## config.mk

```make
export PLATFORM = sky130hd
export DESIGN_NAME = fraction_reducer
export DESIGN_NICKNAME = d
export VERILOG_FILES = /design/src/hw/rtl/frd_pkg.sv /design/src/hw/rtl/frd_datapath.sv /design/src/hw/rtl/frd_ctrl.sv /design/src/hw/rtl/fraction_reducer.sv
export VERILOG_INCLUDE_DIRS = /design/src /design/src/hw/rtl
export SDC_FILE = /design/constraint.sdc
export NUM_CORES = 1
export LEC_CHECK = 0
export ABC_AREA = 1
export BUFFER_PORTS_ARGS = -buffer_cell sky130_fd_sc_hd__buf_4
export CORE_MARGIN = 4
export CORE_UTILIZATION = 47
export CTS_CLUSTER_DIAMETER = 150
export DETAILED_ROUTE_END_ITERATION = 12
export GPL_TIMING_DRIVEN = 0
export PLACE_DENSITY = 0.71
export SKIP_LAST_GASP = 1
export SLEW_MARGIN = 20
export SYNTH_ARGS = -nofsm -noshare
export SYNTH_HDL_FRONTEND = slang
export SYNTH_SLANG_ARGS = --single-unit
export TNS_END_PERCENT = 5
```

## constraint.sdc

```tcl
create_clock -name clk -period 9 [get_ports clk]
set_input_delay 0.45 -clock clk [delete_from_list [all_inputs] [get_ports clk]]
set_output_delay 0.45 -clock clk [all_outputs]
set_load 0.01 [all_outputs]
```

## src/hw/rtl/fraction_reducer_defines.svh

```systemverilog
// Assertion macros used by the fraction reducer controller.
`ifndef FRACTION_REDUCER_DEFINES_SVH
`define FRACTION_REDUCER_DEFINES_SVH

// Consequent must hold in the same cycle as the antecedent.
`define FRD_ASSERT_SAME(label, ante, cons, msg) \
    label: assert property (@(posedge clk) disable iff (!rst_n) (ante) |-> (cons)) \
        else $error(msg);

// Consequent must hold in the cycle after the antecedent.
`define FRD_ASSERT_NEXT(label, ante, cons, msg) \
    label: assert property (@(posedge clk) disable iff (!rst_n) (ante) |=> (cons)) \
        else $error(msg);

`endif

```

## src/hw/rtl/frd_pkg.sv

```systemverilog
// Types, constants and status codes for the fraction reducer.
package frd_pkg;

    localparam int DATA_W = 32;
    localparam int MAG_W  = DATA_W - 1;
    localparam int SH_W   = $clog2(MAG_W);

    localparam logic [DATA_W-1:0] MOST_NEG = {1'b1, {(DATA_W-1){1'b0}}};

    localparam logic [1:0] STS_OK       = 2'd0;
    localparam logic [1:0] STS_ZERO_DEN = 2'd1;
    localparam logic [1:0] STS_MOST_NEG = 2'd2;

    typedef struct packed {
        logic signed [DATA_W-1:0] numer_in;
        logic signed [DATA_W-1:0] denom_in;
    } req_t;

    typedef struct packed {
        logic signed [DATA_W-1:0] numer_out;
        logic [MAG_W-1:0]         denom_out;
        logic [1:0]               status;
    } rsp_t;

    typedef enum logic [1:0] {
        ST_IDLE,
        ST_GCD,
        ST_DIV,
        ST_FIN
    } state_t;

    typedef struct packed {
        logic load;
        logic gcd_step;
        logic div_init;
        logic div_step;
        logic out_load;
    } cmd_t;

    typedef struct packed {
        logic trivial;
        logic gcd_done;
        logic div_last;
    } sts_t;

endpackage

```

## src/hw/rtl/frd_datapath.sv

```systemverilog
// Datapath: magnitude split, binary GCD, two-lane restoring divider, output register.
module frd_datapath
    import frd_pkg::*;
(
    input  logic clk,
    input  req_t req_data,
    input  cmd_t cmd,
    output sts_t sts,
    output rsp_t rsp_data
);

    logic [DATA_W-1:0] n_raw;
    logic [DATA_W-1:0] d_raw;
    logic [DATA_W-1:0] n_neg;
    logic [DATA_W-1:0] d_neg;
    logic [MAG_W-1:0]  n_mag;
    logic [MAG_W-1:0]  d_mag;
    logic [1:0]        load_status;
    logic              load_trivial;

    logic [MAG_W-1:0] a_reg, a_next;
    logic [MAG_W-1:0] b_reg, b_next;
    logic [SH_W-1:0]  k_reg, k_next;
    logic [MAG_W-1:0] g_reg, g_next;
    logic [MAG_W-1:0] qn_reg, qn_next;
    logic [MAG_W-1:0] qd_reg, qd_next;
    logic [MAG_W-1:0] rn_reg, rn_next;
    logic [MAG_W-1:0] rd_reg, rd_next;
    logic [SH_W-1:0]  cnt_reg, cnt_next;
    logic             neg_reg, neg_next;
    logic             triv_reg, triv_next;
    logic [1:0]       status_reg, status_next;
    rsp_t             rsp_reg, rsp_next;

    logic [MAG_W:0]   rn_sh;
    logic [MAG_W:0]   rd_sh;
    logic [MAG_W:0]   g_ext;
    logic             rn_ge;
    logic             rd_ge;
    logic [DATA_W-1:0] qn_ext;
    logic [DATA_W-1:0] numer_val;

    always_comb
    begin
        n_raw = req_data.numer_in;
        d_raw = req_data.denom_in;
        n_neg = ~n_raw + 1'b1;
        d_neg = ~d_raw + 1'b1;
        n_mag = n_raw[DATA_W-1] ? n_neg[MAG_W-1:0] : n_raw[MAG_W-1:0];
        d_mag = d_raw[DATA_W-1] ? d_neg[MAG_W-1:0] : d_raw[MAG_W-1:0];

        // Zero denominator is checked before the most negative value.
        if (d_raw == '0)
        begin
            load_status = STS_ZERO_DEN;
        end
        else if (n_raw == MOST_NEG || d_raw == MOST_NEG)
        begin
            load_status = STS_MOST_NEG;
        end
        else
        begin
            load_status = STS_OK;
        end
        load_trivial = (load_status != STS_OK) || (n_raw == '0);
    end

    always_comb
    begin
        g_ext = {1'b0, g_reg};
        rn_sh = {rn_reg, qn_reg[MAG_W-1]};
        rd_sh = {rd_reg, qd_reg[MAG_W-1]};
        rn_ge = rn_sh >= g_ext;
        rd_ge = rd_sh >= g_ext;

        a_next      = a_reg;
        b_next      = b_reg;
        k_next      = k_reg;
        g_next      = g_reg;
        qn_next     = qn_reg;
        qd_next     = qd_reg;
        rn_next     = rn_reg;
        rd_next     = rd_reg;
        cnt_next    = cnt_reg;
        neg_next    = neg_reg;
        triv_next   = triv_reg;
        status_next = status_reg;

        if (cmd.load)
        begin
            a_next      = n_mag;
            b_next      = d_mag;
            qn_next     = n_mag;
            qd_next     = d_mag;
            k_next      = '0;
            neg_next    = n_raw[DATA_W-1] ^ d_raw[DATA_W-1];
            triv_next   = load_trivial;
            status_next = load_status;
        end

        // Binary GCD: strip common twos, halve a lone even one, subtract odd from odd.
        if (cmd.gcd_step)
        begin
            if (!a_reg[0] && !b_reg[0])
            begin
                a_next = a_reg >> 1;
                b_next = b_reg >> 1;
                k_next = k_reg + 1'b1;
            end
            else if (!a_reg[0])
            begin
                a_next = a_reg >> 1;
            end
            else if (!b_reg[0])
            begin
                b_next = b_reg >> 1;
            end
            else if (a_reg > b_reg)
            begin
                a_next = a_reg - b_reg;
            end
            else
            begin
                b_next = b_reg - a_reg;
            end
        end

        if (cmd.div_init)
        begin
            g_next   = a_reg << k_reg;
            rn_next  = '0;
            rd_next  = '0;
            cnt_next = '0;
        end

        // Both magnitudes are divided by the same divisor, one quotient bit per cycle.
        if (cmd.div_step)
        begin
            rn_next  = rn_ge ? MAG_W'(rn_sh - g_ext) : rn_sh[MAG_W-1:0];
            rd_next  = rd_ge ? MAG_W'(rd_sh - g_ext) : rd_sh[MAG_W-1:0];
            qn_next  = {qn_reg[MAG_W-2:0], rn_ge};
            qd_next  = {qd_reg[MAG_W-2:0], rd_ge};
            cnt_next = cnt_reg + 1'b1;
        end
    end

    always_comb
    begin
        qn_ext    = {1'b0, qn_reg};
        numer_val = neg_reg ? (~qn_ext + 1'b1) : qn_ext;
        rsp_next  = rsp_reg;
        if (cmd.out_load)
        begin
            rsp_next.status = status_reg;
            if (triv_reg)
            begin
                rsp_next.numer_out = '0;
                rsp_next.denom_out = MAG_W'(1);
            end
            else
            begin
                rsp_next.numer_out = numer_val;
                rsp_next.denom_out = qd_reg;
            end
        end
    end

    always_ff @(posedge clk)
    begin
        a_reg      <= a_next;
        b_reg      <= b_next;
        k_reg      <= k_next;
        g_reg      <= g_next;
        qn_reg     <= qn_next;
        qd_reg     <= qd_next;
        rn_reg     <= rn_next;
        rd_reg     <= rd_next;
        cnt_reg    <= cnt_next;
        neg_reg    <= neg_next;
        triv_reg   <= triv_next;
        status_reg <= status_next;
        rsp_reg    <= rsp_next;
    end

    assign sts.trivial  = load_trivial;
    assign sts.gcd_done = (a_reg == b_reg);
    assign sts.div_last = (cnt_reg == SH_W'(MAG_W - 1));
    assign rsp_data     = rsp_reg;

endmodule

```

## src/hw/rtl/frd_ctrl.sv

```systemverilog
// Controller: sequences load, GCD, division and output transfer for one item.
`include "fraction_reducer_defines.svh"

module frd_ctrl
    import frd_pkg::*;
(
    input  logic clk,
    input  logic rst_n,
    input  logic req_valid,
    output logic req_stall,
    output logic rsp_valid,
    input  logic rsp_stall,
    input  sts_t sts,
    output cmd_t cmd
);

    state_t state_reg, state_next;
    logic   out_valid_reg, out_valid_next;
    logic   out_free;

    assign out_free = !out_valid_reg || !rsp_stall;

    always_comb
    begin
        state_next = state_reg;
        case (state_reg)
            ST_IDLE:
            begin
                if (req_valid)
                begin
                    state_next = sts.trivial ? ST_FIN : ST_GCD;
                end
            end
            ST_GCD:
            begin
                if (sts.gcd_done)
                begin
                    state_next = ST_DIV;
                end
            end
            ST_DIV:
            begin
                if (sts.div_last)
                begin
                    state_next = ST_FIN;
                end
            end
            ST_FIN:
            begin
                if (out_free)
                begin
                    state_next = ST_IDLE;
                end
            end
            default:
            begin
                state_next = ST_IDLE;
            end
        endcase
    end

    always_comb
    begin
        cmd       = '0;
        req_stall = 1'b1;
        case (state_reg)
            ST_IDLE:
            begin
                req_stall = 1'b0;
                cmd.load  = req_valid;
            end
            ST_GCD:
            begin
                cmd.gcd_step = !sts.gcd_done;
                cmd.div_init = sts.gcd_done;
            end
            ST_DIV:
            begin
                cmd.div_step = 1'b1;
            end
            ST_FIN:
            begin
                cmd.out_load = out_free;
            end
            default:
            begin
                cmd = '0;
            end
        endcase
    end

    // The result register holds until its transfer; a new result may replace it that same cycle.
    always_comb
    begin
        out_valid_next = out_valid_reg;
        if (cmd.out_load)
        begin
            out_valid_next = 1'b1;
        end
        else if (out_valid_reg && !rsp_stall)
        begin
            out_valid_next = 1'b0;
        end
    end

    always_ff @(posedge clk or negedge rst_n)
    begin
        if (!rst_n)
        begin
            state_reg     <= ST_IDLE;
            out_valid_reg <= 1'b0;
        end
        else
        begin
            state_reg     <= state_next;
            out_valid_reg <= out_valid_next;
        end
    end

    assign rsp_valid = out_valid_reg;

    `FRD_ASSERT_NEXT(a_load_leaves_idle, cmd.load, state_reg != ST_IDLE, "load did not leave idle")
    `FRD_ASSERT_SAME(a_one_cmd, 1'b1, $onehot0(cmd), "more than one datapath command")
    `FRD_ASSERT_SAME(a_no_overwrite, cmd.out_load, !out_valid_reg || !rsp_stall, "result overwritten")
    `FRD_ASSERT_NEXT(a_div_to_fin, cmd.div_step && sts.div_last, state_reg == ST_FIN, "late finish")
    `FRD_ASSERT_NEXT(a_out_after_load, cmd.out_load, out_valid_reg, "loaded result not offered")

endmodule

```

## src/hw/rtl/fraction_reducer.sv

```systemverilog
// Zero, zero-denominator and most-negative inputs skip the GCD loop and the divider;
// other items pass through the binary GCD loop (one step per cycle), a divisor setup step
// and the 31-step restoring divider before the result is loaded into the output register.
// A new item is taken only once the previous result is in the output register.
// Reset (rst_n, asynchronous, active low) clears the controller and the output valid flag.
module fraction_reducer
    import frd_pkg::*;
(
    input  logic clk,
    input  logic rst_n,
    input  logic req_valid,
    output logic req_stall,
    input  req_t req_data,
    output logic rsp_valid,
    input  logic rsp_stall,
    output rsp_t rsp_data
);

    cmd_t cmd;
    sts_t sts;

    frd_ctrl u_ctrl (
        .clk       (clk),
        .rst_n     (rst_n),
        .req_valid (req_valid),
        .req_stall (req_stall),
        .rsp_valid (rsp_valid),
        .rsp_stall (rsp_stall),
        .sts       (sts),
        .cmd       (cmd)
    );

    frd_datapath u_datapath (
        .clk      (clk),
        .req_data (req_data),
        .cmd      (cmd),
        .sts      (sts),
        .rsp_data (rsp_data)
    );

endmodule
```

After elaboration in Yosys (flattened, before gate mapping)
Cells that the tools add are included.
Widths: inputs -> output; s select.
Word-level totals
  flip-flop bits (word level): 299
  bits of input ports: 68
  output and inout bits: 67
  logic and storage cells: 110
Cells by class
  add/sub/neg operators: 9
  $lt $le $gt $ge: 3
  equal/unequal tests: 11
  shift-type cells: 1
  muxes and demuxes: 44
  bitwise logic cells: 5
  reductions and logical operators: 19
Operator list (count)
  $mux 31: 24
  $sub 31x31->31: 4
  $eq 32x32->1 const B: 2
  $ge 32x31->1: 2
  $logic_not 32->1: 2
  $add 31x1->31 const B: 2
  $not 31->31: 2
  $add 32x1->32 const B: 1
  $not 31->32: 1
  $eq 31x31->1: 1
  $gt 31x31->1: 1
  $shl 31x5->31: 1
  $mux 5: 5
  $mux 2: 8
  $add 5x1->5 const B: 2
  $pmux 2 s4: 1
  $reduce_bool 2->1: 4
  $mux 1: 6
  $eq 5x5->1 const B: 1
  $logic_not 1->1: 5
  $eq 2x2->1 const B: 2
  $ne 2x1->1 const B: 2
  $ne 2x2->1 const B: 2
  $reduce_and 4->1: 1
  other kinds (7): 10

Logic depth before layout (Yosys ltp)
  depth after elaboration: 9
  mapped depth: 19
  mapped depth without buffers: 18

Modules after synthesis
From an unflattened synthesis, not the netlist that was laid out.
Unflattened totals
  cell total of the unflattened synthesis: 3736
  area, all modules: 25230.4 um2
Modules (own cells, without submodules)
  frd_datapath: times used 1, cells an instance 3695, area each 24943.9 um2, seq. area each 8217.9 um2
  frd_ctrl: times used 1, cells an instance 41, area each 286.5 um2, seq. area each 75.1 um2

Worst setup path after synthesis
No wires, ideal clock.
  kind: reg-to-reg
  start point: register u_datapath.b_reg[0]
  end point: register u_datapath.cnt_reg[0] (enable)
  setup time: 585 ps
  arrival: 6609 ps
  required time: 8415 ps
  path slack: 1806 ps
  cell stages (with the launch flop): 9
  buffers on the path: 2
  clock period less this slack: 7194 ps
  cell sequence: dfxtp_1 buf_2 clkinv_1 clkbuf_1 ha_1 nand3b_1 nor3_2 nand2_4 o21ai_0
Between the ends
  word-level cells in the longest chain between the ends: 3
RTL lines
  start, declared: RTL line frd_datapath.sv:22  | logic [MAG_W-1:0] b_reg, b_next;
  start signal, assigned: RTL line frd_datapath.sv:171  | b_reg <= b_next;
  $eq 31x31->1: RTL line frd_datapath.sv:186  | assign sts.gcd_done = (a_reg == b_reg);
  $mux 2: RTL line frd_ctrl.sv:66  | case (state_reg)
  $reduce_bool 2->1 (no line)
  end signal, assigned: RTL line frd_datapath.sv:178  | cnt_reg <= cnt_next;
  end, declared: RTL line frd_datapath.sv:29  | logic [SH_W-1:0] cnt_reg, cnt_next;
No other way between the ends.
A chain may end at the register's enable or synchronous reset.

Final worst setup path
  start point: register u_datapath.b_reg[0]
  end point: register u_datapath.rd_reg[16] (enable)
Between the ends
  word-level cells in the longest chain between the ends: 3
RTL lines
  $eq 31x31->1: RTL line frd_datapath.sv:186
  $mux 2: RTL line frd_ctrl.sv:66
  $reduce_bool 2->1 (no line)
  end signal, assigned: RTL line frd_datapath.sv:177  | rd_reg <= rd_next;
  end, declared: RTL line frd_datapath.sv:28  | logic [MAG_W-1:0] rd_reg, rd_next;
No other way between the ends.

==> flow_summary_export.csv <==
group,metric,value,unit
routing,detail_route.wirelength,95.2,mm
routing,drc,0,
timing,relSlewSlack,0.251,
clock_network,cts_tree,"built",
die,std_cell_rows,84,
timing,rsz0062_at_grt,"no",
yosys,ys.flop_type,"edfxtp_1",
finish,antennaDiodeCount,0,
critical_path,cpMostUsedCell,"buf_16",
yosys,synth_edf_count,229,
clock_network,clock_path_buffers,3,
critical_path,critPathMaxFanout,22,
routing,vias_per_cell,5.76,
yosys,synthesis.area,24900,um^2
critical_path,setup.worst_path.end_class,"register",
finish,fillerInstances,5270,
grt,grt_max_degree,33,
die,die_w,238,um
finish,drive_above_1_share,0.0757,
yosys,synth_top_area_frac,0.276,
grt,track_usage,0.321,
yosys,synthArstFlopShare,0.0100,
critical_path,cp_data_arrival_time,4.57,ns
clock_network,clkLatencyLatePin,0.57,ns
critical_path,required,9.25,ns
die,core,52600,um^2
die,fp.dieH,238,um
grt,grt-ovfl-total,0,
placement,gp_congestion,1.03,
job,maxCapViolations,0,
clock_network,path_clk_slew,0.06,ns
timing,timing.fmax,0.232,GHz
yosys,synth.most_common_cell,"nand2_1",
clock_network,cts_buffers,36,
status,status,"finished clean",
die,die-area,56800,um^2
pwr,vdd_drop_max,255,uV
finish,largest_register_ffs,65,
die,start_util,0.475,
finish,syn_to_final_growth,12.8,%
grt,antenna_found_initial,1,
yosys,synth_common_cells,"990 x nand2_1, 414 x inv_1, 359 x nor2_1",
yosys,postSynthAreaPerCell,6.85,um^2
pwr,leakage,12.9,nW
yosys,synthesis.nets,3846,
placement,io_buffers,133,
yosys,ys_seq_area_frac,0.332,
timing,drv_slew,0,
critical_path,path_class,"reg -> reg",
timing,fin_crit,4.31,ns
critical_path,worstPathCellList,"buf_2 -> clkinv_1 -> clkbuf_1 -> ha_1 -> nand3b_1 -> nor3_2 -> nand2_4 -> o21ai_4 -> buf_8 -> buf_16 -> buf_16",
yosys,synth.top_cells.by_area,"edfxtp_1 28%, nand2_1 15%, ha_1 6.8%",
yosys,synthCells,3639,
yosys,synth.distinct_cells,57,
timing,hold_ws,0.145,ns
timing,worstMarginPinSlew,1.12,ns
grt,grt_pass1_vias,23744,
clock_network,h-tree-depth,2,
clock_network,cts_sinks,299,
critical_path,max_stage_delay,0.57,ns
routing,routedWlPerCell,21.0,um
yosys,synth_area_leader_cell,"edfxtp_1",
placement,dp.final_hpwl,77.1,mm
routing,vias,26116,
timing,setup_tns,0,ns
yosys,ys_ff_latch,299,
hold_path,hold_class,"in -> reg",
timing,post-route-period-util,0.479,
routing,drtIter0Drc,3266,
finish,fin_nets,4025,
timing,fin_skew,0.0335,ns
routing,ant_nets,0,
critical_path,cp_slowest_cell,"o21ai_4",
grt,grt_pass1_wl,142,mm
clock_network,cts-root-buf,"clkbuf_16",
critical_path,setup.worst_path.start_class,"register",
die,io_pins,135,
pwr,power_density,410,nW/um^2
routing,drt_first_pass_iters,6,
yosys,yosysWarnings,0,
timing,setup_viol,0,
timing,hold_viol,0,
cell usage in the layout, fill, tap and decap left out, drive strengths merged, types with 74 or more instances in the layout:
master / synthesis / layout
nand2: 1001 / 1001
inv: 422 / 423
nor2: 369 / 369
o21ai: 341 / 341
a21oi: 292 / 292
edfxtp: 229 / 229
nand3: 199 / 199
buf: 50 / 190
clkbuf: 94 / 145
ha: 135 / 135
xor2: 74 / 74
through the flow:
stage / total power, mW / area [um^2] / setup WS (ns) / std cells / utilization
global placement: 9.74 / 26800 / -1.68 / 4460 / 0.510
finish: 11.5 / 28100 / 4.69 / 4533 / 0.536
global route: 12.3 / 28100 / 4.57 / 4533 / 0.536
floorplan: 7.41 / 24900 / 1.81 / 3639 / -
detailed placement: 9.80 / 27000 / 4.77 / 4467 / 0.514
CTS: 11.3 / 28100 / 4.76 / 4533 / 0.536
worst paths after layout:
| path | start | end | slack [ns] | depth (start not counted) |
|---|---|---|---|---|
| max in group asynchronous | rst_n | u_ctrl.state_reg[0]$_DFFE_PN0P_ | 8.66 | 2 |
| hold / removal | rsp_stall | u_ctrl.rsp_valid$_DFFE_PN0P_ | 0.15 | 3 |
| min in group asynchronous | rst_n | u_ctrl.rsp_valid$_DFFE_PN0P_ | 0.23 | 2 |
| setup / recovery | u_datapath.b_reg[0]$_DFF_P_ | u_datapath.rd_reg[16]$_SDFFCE_PN0P_ | 4.69 | 11 |
| setup reg to reg | u_datapath.b_reg[0]$_DFF_P_ | u_datapath.rd_reg[16]$_SDFFCE_PN0P_ | 4.69 | 11 |
| hold reg to reg | u_datapath.status_reg[1]$_DFFE_PP_ | u_datapath.rsp_data[1]$_DFFE_PP_ | 0.42 | 0 |
kinds of logic (layout without fill, tap and decap cells):
| logic type | after synthesis | after routing | synth area share |
|---|---|---|---|
| and+or+nand+nor | 1684 | 1684 | 0.279 |
| AOI/OAI and AO/OA | 796 | 796 | 0.174 |
| buffers and inverters | 573 | 779 | 0.0907 |
| DFF | 299 | 299 | 0.332 |
| adders and majority gates | 139 | 139 | 0.0709 |
| xor gates and xnor gates | 128 | 128 | 0.0449 |
| muxes | 20 | 20 | 0.00803 |
area by class of cell:
| type | count | area (um^2) | share of cell area |
|---|---|---|---|
| clock buffers | 51 | 987 | 0.0351 |
| well taps | 688 | 861 | 0.0306 |
| flip-flops and latches | 299 | 8290 | 0.295 |
| multi-input cells | 2767 | 14400 | 0.513 |
| repair buffers | 141 | 1170 | 0.0417 |
| plain buffers | 144 | 649 | 0.0231 |
| clock inverters | 14 | 143 | 0.00507 |
| inverters | 429 | 1610 | 0.0573 |
worst max-delay path: cells and delay by family, from the launching register on:
kind	cells	cell delay, ns
DFF	1	0.33
adders and majority gates	1	0.50
AOI/OAI and AO/OA	1	0.57
buffers and inverters	6	1.79
and+or+nand+nor	3	0.78
where the power goes:
part | internal [mW] | switching (mW)
Combinational | 2.31 | 5.13
Clock | 0.827 | 0.621
Sequential | 2.22 | 0.420
Total | 5.36 | 6.17
metal layers:
layer	GRT usage	vias up	wire length, um
li1	-	12448	-
met1	0.444	12029	39900
met2	0.503	1412	41900
met3	0.0504	225	8830
met4	0.132	2	4610
met5	0	-	7
repair_timing:
action                                 in CTS  in global routing
hold buffers                                1                  0
buffers inserted                            0                  0
resized for setup                           0                  0
endpoints found under the hold margin       3                  0
No activity file was read; power rests on OpenSTA's default activity.
